$ cat config.mk
export PLATFORM = sky130hd
export DESIGN_NAME = drff_ctrl
export DESIGN_NICKNAME = d
export VERILOG_FILES = /design/src/sv/drff_pkg.sv /design/src/sv/drff_ctrl.sv
export SDC_FILE = /design/constraint.sdc
export NUM_CORES = 1
export LEC_CHECK = 0
export ABC_CLOCK_PERIOD_IN_PS = 2350
export BUFFER_PORTS_ARGS = -buffer_cell sky130_fd_sc_hd__buf_2
export CORE_AREA = 2 2 39 41
export CTS_BUF_LIST = sky130_fd_sc_hd__clkbuf_4 sky130_fd_sc_hd__clkbuf_8
export DETAILED_ROUTE_END_ITERATION = 8
export DIE_AREA = 0 0 41 43
export PLACE_DENSITY = 0.3
export SYNTH_ARGS = -nofsm -noshare
export SYNTH_HDL_FRONTEND = slang
export SYNTH_SLANG_ARGS = --single-unit
export TNS_END_PERCENT = 5
$ cat constraint.sdc
create_clock -name clock -period 2.35 [get_ports clock]
set_input_delay 0 -clock clock [delete_from_list [all_inputs] [get_ports clock]]
set_output_delay 0 -clock clock [all_outputs]
set_load 0.02 [all_outputs]
$ cat src/sv/drff_pkg.sv
package drff_pkg;

   localparam int MAX_WIDTH_DEFAULT  = 320;
   localparam int MAX_HEIGHT_DEFAULT = 240;

   // Field widths fixed by the interface
   localparam int XW     = 9;
   localparam int YW     = 8;
   localparam int POS_W  = 16;
   localparam int COLOR_W = 32;
   localparam int PIX_W  = 16;
   localparam int CSR_IDX_W = 1;

   localparam logic [XW-1:0] FRAME_WIDTH_RESET  = XW'(320);
   localparam logic [YW-1:0] FRAME_HEIGHT_RESET = YW'(240);

   typedef enum logic [1:0] {
      KIND_WRITE = 2'd0,
      KIND_FLUSH = 2'd1,
      KIND_TICK  = 2'd2,
      KIND_NONE  = 2'd3
   } req_kind_type;

   typedef enum logic [1:0] {
      RES_ACK    = 2'd0,
      RES_HEADER = 2'd1,
      RES_PIXEL  = 2'd2,
      RES_IDLE   = 2'd3
   } res_kind_type;

   typedef enum logic [1:0] {
      STAT_OK    = 2'd0,
      STAT_OOB   = 2'd1,
      STAT_EMPTY = 2'd2,
      STAT_BUSY  = 2'd3
   } status_type;

   typedef enum logic [CSR_IDX_W-1:0] {
      CSR_FRAME_WIDTH  = 1'd0,
      CSR_FRAME_HEIGHT = 1'd1
   } csr_index_type;

   typedef enum logic [1:0] {
      S_CLEAR,
      S_IDLE,
      S_EXEC
   } ctrl_state_type;

   typedef struct packed {
      logic clear_step;
      logic accept;
      logic execute;
   } ctrl_cmd_type;

   typedef struct packed {
      logic clear_done;
      logic out_busy;
   } dp_stat_type;

endpackage

$ cat src/sv/drff_ctrl.sv
module drff_ctrl (
   input  logic                   clock,
   input  logic                   reset,
   input  logic                   req_valid,
   output logic                   req_ready,
   input  drff_pkg::dp_stat_type  stat,
   output drff_pkg::ctrl_cmd_type cmd
);

   drff_pkg::ctrl_state_type state_ff, state_in;

   always_ff @(posedge clock) begin
      if (reset) begin
         state_ff <= drff_pkg::S_CLEAR;
      end else begin
         state_ff <= state_in;
      end
   end

   always_comb begin
      state_in       = state_ff;
      cmd            = '0;
      req_ready      = 1'b0;
      unique case (state_ff)
         drff_pkg::S_CLEAR: begin
            cmd.clear_step = 1'b1;
            if (stat.clear_done) begin
               state_in = drff_pkg::S_IDLE;
            end
         end
         drff_pkg::S_IDLE: begin
            req_ready  = 1'b1;
            cmd.accept = req_valid;
            if (req_valid) begin
               state_in = drff_pkg::S_EXEC;
            end
         end
         drff_pkg::S_EXEC: begin
            // hold until the output register can take the word
            if (!stat.out_busy) begin
               cmd.execute = 1'b1;
               state_in    = drff_pkg::S_IDLE;
            end
         end
         default: begin
            state_in = drff_pkg::S_CLEAR;
         end
      endcase
   end

endmodule

==> results of run 1 <==
## worst max-delay path, stage by stage, from the launching register on
cell and delay (ns):
sky130_fd_sc_hd__dfxtp_1 0.39, sky130_fd_sc_hd__and3b_1 0.21, sky130_fd_sc_hd__buf_2 0.16
## power breakdown
part	switching, mW	internal, mW
Clock	0.0182	0.0562
Sequential	0.00340	0.0369
Combinational	0.0146	0.0128
## cells in the final DEF (no fill, tap or decap)
cell	n
sky130_fd_sc_hd__nand2b_1	2
sky130_fd_sc_hd__and3b_1	1
sky130_fd_sc_hd__clkbuf_4	3
sky130_fd_sc_hd__and3b_2	1
sky130_fd_sc_hd__dfxtp_1	2
sky130_fd_sc_hd__o21ba_1	1
sky130_fd_sc_hd__o21a_1	1
sky130_fd_sc_hd__buf_2	8
sky130_fd_sc_hd__dlygate4sd3_1	1
sky130_fd_sc_hd__inv_1	1
sky130_fd_sc_hd__nor2_1	3
sky130_fd_sc_hd__a311oi_1	1
## timing repair
action,4_1_cts,5_1_grt
resized for setup,0,0
endpoints found under the hold margin,1,0
hold buffers,1,0
## synth_stat cells
cell                       number  share of area (%)
sky130_fd_sc_hd__a311oi_1       1                7.8
sky130_fd_sc_hd__nor2_1         3                 10
sky130_fd_sc_hd__o21ba_1        1                8.9
sky130_fd_sc_hd__inv_1          1                3.3
sky130_fd_sc_hd__o21a_1         1                6.7
sky130_fd_sc_hd__and3b_2        1                8.9
sky130_fd_sc_hd__dfxtp_1        2                 36
sky130_fd_sc_hd__and3b_1        1                7.8
sky130_fd_sc_hd__nand2b_1       2                 11
## kinds of logic (layout without fill, tap and decap cells)
logic type,count (synthesis),in the layout,synth area share (%)
simple gates,7,7,37.8
compound gates,3,3,23.3
buf+inv,1,13,3.33
flops,2,2,35.6
## metal layers
layer  global-route usage [%]  vias up  wire length (um)
li1                         -       72                 -
met1                     5.43       53               159
met2                     4.06        9               110
met3                     4.19        0                53
met4                     8.00        0                 0
met5                        0        -                 0
## worst max path at each step
stage / from / to / slack, ns / cells after the start
final: state_ff[1]$_SDFFE_PP0P_ / cmd[1] / 1.36 / 2
after global routing: state_ff[1]$_SDFFE_PP0P_ / cmd[0] / 1.29 / 3
after CTS: state_ff[1]$_SDFFE_PP0P_ / cmd[1] / 1.36 / 2
after detailed placement: state_ff[1]$_SDFFE_PP0P_ / state_ff[1]$_SDFFE_PP0P_ / 1.45 / 2
after global placement: state_ff[1]$_SDFFE_PP0P_ / state_ff[1]$_SDFFE_PP0P_ / 1.45 / 2
after floorplan: state_ff[1]$_SDFFE_PP0P_ / state_ff[1]$_SDFFE_PP0P_ / 1.41 / 2
## stage by stage
| stage | worst slack, ns | utilization (%) | area [um^2] | instances | power, mW |
|---|---|---|---|---|---|
| after floorplan | 1.41 | - | 113 | 13 | 0.0562 |
| after global placement | 1.45 | 12.5 | 173 | 37 | 0.0668 |
| after detailed placement | 1.45 | 12.5 | 173 | 37 | 0.0668 |
| after CTS | 1.36 | 14.8 | 205 | 41 | 0.147 |
| after global routing | 1.29 | 14.8 | 205 | 41 | 0.156 |
| final | 1.36 | 14.8 | 205 | 41 | 0.142 |
## cell type report
type / count / area, um^2
Clock buffer: 3 / 22.5
Fill cell: 151 / 1180
Inverter: 1 / 3.75
Multi-Input combinational cell: 10 / 68.8
Sequential cell: 2 / 40.0
Tap cell: 16 / 20.0
Timing Repair Buffer: 9 / 50.0
==> reports/qor_table.md, run 1 <==
| Group | Parameter | This run |
| --- | --- | --- |
| drt | Remaining antenna violation count after routing | 0 |
| final layout | Synthesis-to-finish area growth | 82.2% |
| setup path | Kind of start point of the critical path | flip-flop |
| timing | Total Negative Setup Slacks | 0 ns |
| floorplan | Core Box Area | 1380 um^2 |
| pwr | Static leakage | 0.111 nW |
| setup path | Setup CP Type | reg2out |
| setup path | Data required time at the worst endpoint | 2.35 ns |
| floorplan | Effective utilization at floorplan | 8.14% |
| place | Weighted congestion at the end of routability-driven global placement | 0.567 |
| final layout | Flip-flop count of the largest register, all copies and words added | 2 |
| timing | Least-Margin Pin Slew | 0.211 ns |
| clock network | Worst-case clock buffer depth | 2 |
| hold path | Cell depth of the worst min-delay path | 3 |
| grt | Vias in the first global route | 135 |
| synthesis | Post-synthesis area per instance | 8.66 um^2 |
| pwr | Power per standard cell area | 693 nW/um^2 |
| setup path | Setup slack on the worst flop-to-flop path | 1.45 ns |
| timing | Period utilisation layout | 42.0% |
| clock network | Skew-Pair Late Insertion Delay | 0.22 ns |
| synthesis | FF+latch count, synth | 2 |
| final layout | Number of antenna cells inserted | 0 |
| setup path | Critical Path Sink Type | primary output |
| grt | Number of antenna violations at the first check in global routing | 0 |
| clock network | TritonCTS buffer count | 3 |
| synthesis | Cell count after synthesis | 13 |
| synthesis | Number of synthesis warnings | 0 |
| final layout | Nets@finish | 32 |
| drt | Vias | 134 |
| drt | Post-route DRC | 0 |
| setup path | Endpoint of the worst register-to-register path | state_ff[1]$_SDFFE_PP0P_ |
| clock network | Clock slew at reported path FFs | 0.03 ns |
| place | Detailed-placement wirelength estimate | 242 um |
| grt | GRT Resource Usage Total | 5.01% |
| timing | Unrepaired setup endpoints after global routing | false |
| timing | Setup skew after layout | 0.00330 ns |
| clock network | H-Tree Level Count | 1 |
| setup path | Origin of the critical flop-to-flop path | state_ff[1]$_SDFFE_PP0P_ |
| drt | Final WL | 323 um |
| final layout | Ratio of cells with drive above 1 in the final layout | 48.0% |
| place | Number of input and output port buffers inserted | 8 |
| hold path | HP Start | req_valid |
| outcome | Status | finished clean |
| drt | 1st-pass router iterations | 4 |
| floorplan | Std-Cell Rows | 14 |
| hold path | End point of the worst hold path | state_ff[0]$_SDFFE_PP0P_ |
| timing | Max-slew violation count | 0 |
| synthesis | Proportion of synthesized chip area in sequential cells | 35.6% |
| setup path | Largest fanout on the critical path | 7 |
| floorplan | Die H | 43 um |
| grt | Remaining global-route overflow | 0 |
| synthesis | Nets in the synthesized netlist | 18 |
| drt | Number of violations reported at the end of detailed-routing iteration 0 | 6 |
| clock network | Root buffer selected by CTS | sky130_fd_sc_hd__clkbuf_4 |
| pwr | Max VDD drop | 0.000188 V |
| hold path | Type of the worst min-delay path | in2reg |
| flow run | Maximum capacitance violations | 0 |
| clock network | TritonCTS clock tree | done |
| final layout | Largest registers | state_ff (2) |
| floorplan | Area enclosed by the die boundary | 1760 um^2 |
| synthesis | Count of cell types in the netlist | 9 |
| clock network | Total clock sinks | 2 |
| final layout | Most flop-heavy register | state_ff |
| setup path | Data arrival time of the critical path | 0.99 ns |
| timing | Worst relative slew slack | 85.8% |
| floorplan | Horizontal die dimension | 41 um |
| setup path | R2R cell count | 2 |
| timing | Number of hold violations in the final report | 0 |
| grt | Maximum number of pins on one net before global-route repair | 8 |
| drt | Routed wire per std cell | 7.88 um |
| drt | Drt via density | 3.27 |
| synthesis | Cell area after synthesis | 113 um^2 |
| clock network | Number of buffers inserted by post-CTS setup repair | 0 |
| timing | Final setup viols | 0 |
| timing | Max frequency | 1010 MHz |
| floorplan | IO Pins | 9 |
| timing | Worst hold margin | 0.0558 ns |
| grt | First-pass GRT wire length | 496 um |
| timing | Minimum clock period | 0.986 ns |
(Power assumes the default switching activity.)
==> run 2, diff against run 1 <==
--- a/config.mk
+++ b/config.mk
@@ -5,7 +5,7 @@
 export SDC_FILE = /design/constraint.sdc
 export NUM_CORES = 1
 export LEC_CHECK = 0
-export ABC_CLOCK_PERIOD_IN_PS = 2350
+export ABC_CLOCK_PERIOD_IN_PS = 800
 export BUFFER_PORTS_ARGS = -buffer_cell sky130_fd_sc_hd__buf_2
 export CORE_AREA = 2 2 39 41
 export CTS_BUF_LIST = sky130_fd_sc_hd__clkbuf_4 sky130_fd_sc_hd__clkbuf_8
==> constraint.sdc (replaced) <==
create_clock -name clock -period 0.8 [get_ports clock]
set_input_delay 0 -clock clock [delete_from_list [all_inputs] [get_ports clock]]
set_output_delay 0 -clock clock [all_outputs]
set_load 0.02 [all_outputs]
==> run 2 against run 1 <==
The run now ends with negative hold slack, negative setup slack left. Core utilization grew 1.4 points. Clock skew fell by 0.00078 ns. Flip-flop and latch count unchanged. Clock-buffer cell count unchanged. Critical endpoint unchanged.
==> reports/qor_table.md, run 2 (synthesis results as in run 1) <==
| Group | Parameter | This run |
| --- | --- | --- |
| timing | Period utilisation layout | 117% |
| grt | Remaining global-route overflow | 0 |
| timing | Least-Margin Pin Slew | 0.212 ns |
| timing | Final setup viols | 6 |
| place | Placed cell count | 37 |
| final layout | Top library cells by usage in the layout, fill and taps aside | sky130_fd_sc_hd__buf_2, sky130_fd_sc_hd__nor2_1, sky130_fd_sc_hd__clkbuf_4, sky130_fd_sc_hd__buf_4 |
| timing | Minimum clock period | 0.933 ns |
| final layout | Final Instance Area | 224 um^2 |
| outcome | Violations in the final reports | negative hold slack, negative setup slack |
| final layout | Sequential Area | 47.5 um^2 |
| timing | Unrepaired setup endpoints after global routing | true |
| pwr | Static leakage | 0.111 nW |
| setup path | Kind of start point of the critical path | flip-flop |
| final layout | Nets@finish | 31 |
| setup path | Critical Path Sink Type | primary output |
| place | Total placed instance area | 175 um^2 |
| final layout | Area occupied by multi-input gates | 76.3 um^2 |
| setup path | Data required time at the worst endpoint | 0.80 ns |
| timing | Max frequency | 1070 MHz |
| outcome | Status | finished, violations left |
| pwr | Power per standard cell area | 1920 nW/um^2 |
| place | Detailed-placement wirelength estimate | 253 um |
| floorplan | Effective utilization at floorplan | 8.14% |
| setup path | Setup CP Type | reg2out |
| place | Number of input and output port buffers inserted | 8 |
| drt | Remaining antenna violation count after routing | 0 |
| timing | Number of hold violations in the final report | 1 |
| pwr | Max VDD drop | 0.000267 V |
| place | Weighted congestion at the end of routability-driven global placement | 0.451 |
| hold path | Type of the worst min-delay path | in2reg |
| floorplan | Area enclosed by the die boundary | 1760 um^2 |
| final layout | Ratio of cells with drive above 1 in the final layout | 70.8% |
| clock network | TritonCTS buffer count | 3 |
| drt | Final WL | 338 um |
| final layout | Flip-flop count of the largest register, all copies and words added | 2 |
| setup path | Data arrival time of the critical path | 0.93 ns |
| grt | Maximum number of pins on one net before global-route repair | 8 |
| floorplan | IO Pins | 9 |
| timing | Setup skew after layout | 0.00253 ns |
| clock network | Root buffer selected by CTS | sky130_fd_sc_hd__clkbuf_4 |
| drt | Vias | 140 |
| setup path | R2R cell count | 2 |
| setup path | Critical path launch point | state_ff[1]$_SDFFE_PP0P_ |
| drt | Drt via density | 3.50 |
| timing | Fin worst setup slack | -0.133 ns |
| grt | Vias in the first global route | 136 |
| clock network | H-Tree Level Count | 1 |
| final layout | Largest registers | state_ff (2) |
| grt | GRT Resource Usage Total | 4.90% |
| clock network | Worst-case clock buffer depth | 2 |
| clock network | Skew-Pair Late Insertion Delay | 0.22 ns |
| pwr | Power Total | 0.431 mW |
| timing | Worst hold margin | -0.0289 ns |
| final layout | Filler cells | 157 |
| setup path | Origin of the critical flop-to-flop path | state_ff[1]$_SDFFE_PP0P_ |
| drt | Number of violations reported at the end of detailed-routing iteration 0 | 2 |
| final layout | Filler-free cell count of the finished design | 40 |
| final layout | Most common cell after layout, fill and taps aside | sky130_fd_sc_hd__buf_2 |
| drt | Routed wire per std cell | 8.45 um |
| floorplan | Std-Cell Rows | 14 |
| setup path | Worst setup endpoint | cmd[1] |
| clock network | Total clock sinks | 2 |
| timing | Max-slew violation count | 0 |
| clock network | Number of buffers inserted by post-CTS setup repair | 0 |
| setup path | Endpoint of the worst register-to-register path | state_ff[1]$_SDFFE_PP0P_ |
| floorplan | Horizontal die dimension | 41 um |
| final layout | Synthesis-to-finish area growth | 98.9% |
| setup path | Largest fanout on the critical path | 7 |
| final layout | Number of antenna cells inserted | 0 |
| drt | 1st-pass router iterations | 2 |
| flow run | Maximum capacitance violations | 0 |
| floorplan | Core Box Area | 1380 um^2 |
| clock network | Clock slew at reported path FFs | 0.03 ns |
| clock network | TritonCTS clock tree | done |
| final layout | Most flop-heavy register | state_ff |
| timing | Worst relative slew slack | 85.8% |
| grt | Number of antenna violations at the first check in global routing | 0 |
| floorplan | Die H | 43 um |
| drt | Post-route DRC | 0 |
| setup path | Setup slack on the worst flop-to-flop path | -0.05 ns |
| grt | First-pass GRT wire length | 476 um |
run 2: worst min path at each step:
stage,from,end,slack (ns),cells after the start
3_3_place_gp,reset,state_ff[0]$_SDFFE_PP0P_,0.20,2
6_report,reset,state_ff[0]$_SDFFE_PP0P_,-0.03,2
3_5_place_dp,reset,state_ff[0]$_SDFFE_PP0P_,0.20,2
5_1_grt,reset,state_ff[0]$_SDFFE_PP0P_,-0.04,2
4_1_cts,reset,state_ff[0]$_SDFFE_PP0P_,-0.04,2
2_1_floorplan,reset,state_ff[0]$_SDFFE_PP0P_,0.07,1
run 2: cell type report:
cell class / count / share of cell area (%)
inverters: 1 / 1.68
flip-flops and latches: 2 / 21.2
repair buffers: 8 / 24.0
multi-input cells: 10 / 34.1
clock buffers: 3 / 10.1
well taps: 16 / 8.94
run 2: worst max-delay path, cell delays in order (launching register included):
cell,delay (ns)
sky130_fd_sc_hd__dfxtp_4,0.35
sky130_fd_sc_hd__and3b_2,0.25
sky130_fd_sc_hd__buf_6,0.11
run 2: stage by stage:
step | worst slack, ns | util [%] | setup TNS [ns]
after global placement | -0.105 | 12.7 | -0.197
after global routing | -0.176 | 16.2 | -0.673
after floorplan | -0.0792 | - | -0.0792
after CTS | -0.143 | 16.0 | -0.486
after detailed placement | -0.115 | 12.7 | -0.203
final | -0.133 | 16.2 | -0.383
run 2: timing repair:
| item | 4_1_cts | 5_1_grt |
|---|---|---|
| cloned | 0 | 0 |
| hold endpoints to repair | 1 | 1 |
| endpoints found under the setup margin | 6 | 6 |
| pin swaps | 2 | 1 |
| gates resized for setup | 9 | 1 |
run 2: where the power goes:
group / switching (mW) / leakage (nW) / internal [mW] / total (mW)
registers: 0.0112 / 0.0178 / 0.108 / 0.119
logic: 0.0459 / 0.0798 / 0.0484 / 0.0943
clock network: 0.0526 / 0.0138 / 0.165 / 0.218
total: 0.110 / 0.111 / 0.321 / 0.431
run 2: per-layer routing:
metal	wire length [um]	part of all wire [%]	global-route usage, %
met1	101	30	2.87
met2	189	56	6.88
met3	48	14	3.14
met4	0	0	8.00
met5	0	0	0
==> run 3, diff against run 2 <==
--- a/config.mk
+++ b/config.mk
@@ -12,6 +12,7 @@
 export DETAILED_ROUTE_END_ITERATION = 8
 export DIE_AREA = 0 0 41 43
 export PLACE_DENSITY = 0.3
+export REMOVE_ABC_BUFFERS = 1
 export SYNTH_ARGS = -nofsm -noshare
 export SYNTH_HDL_FRONTEND = slang
 export SYNTH_SLANG_ARGS = --single-unit
==> run 3 against run 2 <==
The flow finishes with violations (negative setup slack). Clock power barely moved. Maximum frequency fell by 7.1%. Power rose by 11%. Via count rose by 5.7%. Flip-flop and latch count did not move. Clock skew barely moved. Clock-buffer cell count did not move. Worst hold slack improved by 0.10 ns. Die area did not move. Sequential share of layout area fell by 6.1 points. Global-route usage rose by 0.70 points.
==> reports/qor_table.md, run 3 (synthesis results as in run 1) <==
| Group | Parameter | This run |
| --- | --- | --- |
| pwr | Max VDD drop | 0.000576 V |
| outcome | Status | finished, violations left |
| place | Number of input and output port buffers inserted | 8 |
| timing | Least-Margin Pin Slew | 0.185 ns |
| pwr | Power Total | 0.477 mW |
| outcome | Violations in the final reports | negative setup slack |
| floorplan | Die H | 43 um |
| drt | Routed wire per std cell | 8.93 um |
| timing | Minimum clock period | 1.00 ns |
| timing | Period utilisation layout | 125% |
| final layout | Number of antenna cells inserted | 0 |
| grt | Vias in the first global route | 158 |
| final layout | Most common cell after layout, fill and taps aside | sky130_fd_sc_hd__buf_4 |
| setup path | Worst setup endpoint | cmd[1] |
| setup path | Maximum cell stage delay along the critical path | 0.34 ns |
| setup path | Endpoint of the worst register-to-register path | state_ff[1]$_SDFFE_PP0P_ |
| setup path | Largest fanout on the critical path | 5 |
| final layout | Most flop-heavy register | state_ff |
| drt | Vias | 148 |
| drt | Final WL | 402 um |
| clock network | Root buffer selected by CTS | sky130_fd_sc_hd__clkbuf_4 |
| setup path | Critical Path Sink Type | primary output |
| timing | Fin worst setup slack | -0.204 ns |
| final layout | Top library cells by usage in the layout, fill and taps aside | sky130_fd_sc_hd__buf_4, sky130_fd_sc_hd__buf_2, sky130_fd_sc_hd__clkbuf_4, sky130_fd_sc_hd__buf_6 |
| final layout | Flip-flop count of the largest register, all copies and words added | 2 |
| final layout | Nets@finish | 36 |
| clock network | Total clock sinks | 2 |
| grt | GRT Resource Usage Total | 5.61% |
| setup path | Setup slack on the worst flop-to-flop path | -0.12 ns |
| final layout | Ratio of cells with drive above 1 in the final layout | 72.4% |
| timing | Max-slew violation count | 0 |
| place | Weighted congestion at the end of routability-driven global placement | 0.569 |
| floorplan | Core Box Area | 1380 um^2 |
| final layout | Largest registers | state_ff (2) |
| grt | Maximum number of pins on one net before global-route repair | 6 |
| setup path | Slowest cell on the critical path | sky130_fd_sc_hd__dfxtp_2 |
| clock network | TritonCTS buffer count | 3 |
| setup path | Kind of start point of the critical path | flip-flop |
| grt | First-pass GRT wire length | 586 um |
| setup path | Data arrival time of the critical path | 1.00 ns |
| clock network | Worst-case clock buffer depth | 2 |
| pwr | Static leakage | 0.140 nW |
| setup path | Data required time at the worst endpoint | 0.80 ns |
| hold path | Type of the worst min-delay path | in2reg |
| clock network | H-Tree Level Count | 1 |
| setup path | List of cells traversed by the critical path | and3b_1 > buf_4 > buf_6 |
| setup path | Origin of the critical flop-to-flop path | state_ff[1]$_SDFFE_PP0P_ |
| floorplan | Std-Cell Rows | 14 |
| final layout | Synthesis-to-finish area growth | 149% |
| floorplan | IO Pins | 9 |
| timing | Total Negative Setup Slacks | -0.780 ns |
| timing | Worst relative slew slack | 87.6% |
| drt | Number of violations reported at the end of detailed-routing iteration 0 | 1 |
| setup path | Setup CP Type | reg2out |
| timing | Setup skew after layout | 0.00301 ns |
| floorplan | Area enclosed by the die boundary | 1760 um^2 |
| drt | Post-route DRC | 0 |
| timing | Final setup viols | 6 |
| setup path | R2R cell count | 3 |
| drt | Drt via density | 3.29 |
| clock network | Clock slew at reported path FFs | 0.03 ns |
| timing | Max frequency | 996 MHz |
| floorplan | Horizontal die dimension | 41 um |
| drt | Remaining antenna violation count after routing | 0 |
| timing | Number of hold violations in the final report | 0 |
| timing | Worst hold margin | 0.0740 ns |
| grt | Remaining global-route overflow | 0 |
| clock network | TritonCTS clock tree | done |
| clock network | Skew-Pair Late Insertion Delay | 0.22 ns |
| setup path | Critical path launch point | state_ff[1]$_SDFFE_PP0P_ |
| flow run | Maximum capacitance violations | 0 |
| grt | Number of antenna violations at the first check in global routing | 0 |
| floorplan | Effective utilization at floorplan | 8.14% |
| timing | Unrepaired setup endpoints after global routing | true |
| pwr | Power per standard cell area | 1700 nW/um^2 |
| drt | 1st-pass router iterations | 2 |
-- run 3: changes by cell type in the layout (fill, tap and decap cells not counted), sizes merged --
cell,previous run,this run
buf,8,12
dlygate4sd3,0,1
-- run 3: worst min-delay path by stage --
stage,startpoint,end,slack [ns],cells after the start
2_1_floorplan,reset,state_ff[0]$_SDFFE_PP0P_,0.07,1
3_3_place_gp,reset,state_ff[0]$_SDFFE_PP0P_,0.19,2
3_5_place_dp,reset,state_ff[0]$_SDFFE_PP0P_,0.18,2
4_1_cts,req_valid,state_ff[0]$_SDFFE_PP0P_,0.04,3
5_1_grt,stat[1],state_ff[0]$_SDFFE_PP0P_,0.08,3
6_report,stat[1],state_ff[0]$_SDFFE_PP0P_,0.07,3
-- run 3: layout make-up --
class,count,area [um^2]
timing repair buffer,13,101
clock buffer,3,22.5
inverter,1,3.75
sequential,2,42.5
fill,155,1100
multi-input combinational,10,90.1
tap,16,20.0
-- run 3: timing repair --
action / CTS / global route
hold buffers: 1 / 0
pin swaps: 1 / 0
gates resized for setup: 12 / 2
endpoints found under the hold margin: 1 / 0
endpoints found under the setup margin: 6 / 6
setup buffers: 1 / 0
-- run 3: power by group --
group | switching, mW | internal (mW)
Clock | 0.0554 | 0.165
Sequential | 0.00849 | 0.110
Combinational | 0.0618 | 0.0762
Total | 0.126 | 0.352
-- run 3: per-stage QoR --
step | util (%) | cells | setup WS, ns | cell area, um^2
floorplan | - | 13 | -0.144 | 113
global placement | 14.1 | 40 | -0.0720 | 195
detailed placement | 14.1 | 40 | -0.0747 | 195
CTS | 19.4 | 45 | -0.212 | 269
global route | 20.3 | 45 | -0.265 | 280
finish | 20.3 | 45 | -0.204 | 280
-- run 3: worst max-delay path: cells and delay by family, from the launching register on --
kind                   cells  cell delay, ns
flip-flops                 1            0.34
buffers and inverters      2            0.25
AND/OR/NAND/NOR            1            0.19
-- run 3: layer usage --
| layer | vias to the layer above | global-route usage [%] | part of all wire [%] |
|---|---|---|---|
| li1 | 79 | - | - |
| met1 | 60 | 6.05 | 48 |
| met2 | 9 | 5.63 | 41 |
| met3 | 0 | 5.24 | 11 |
| met4 | 0 | 6.00 | 0 |
| met5 | - | 0 | 0 |
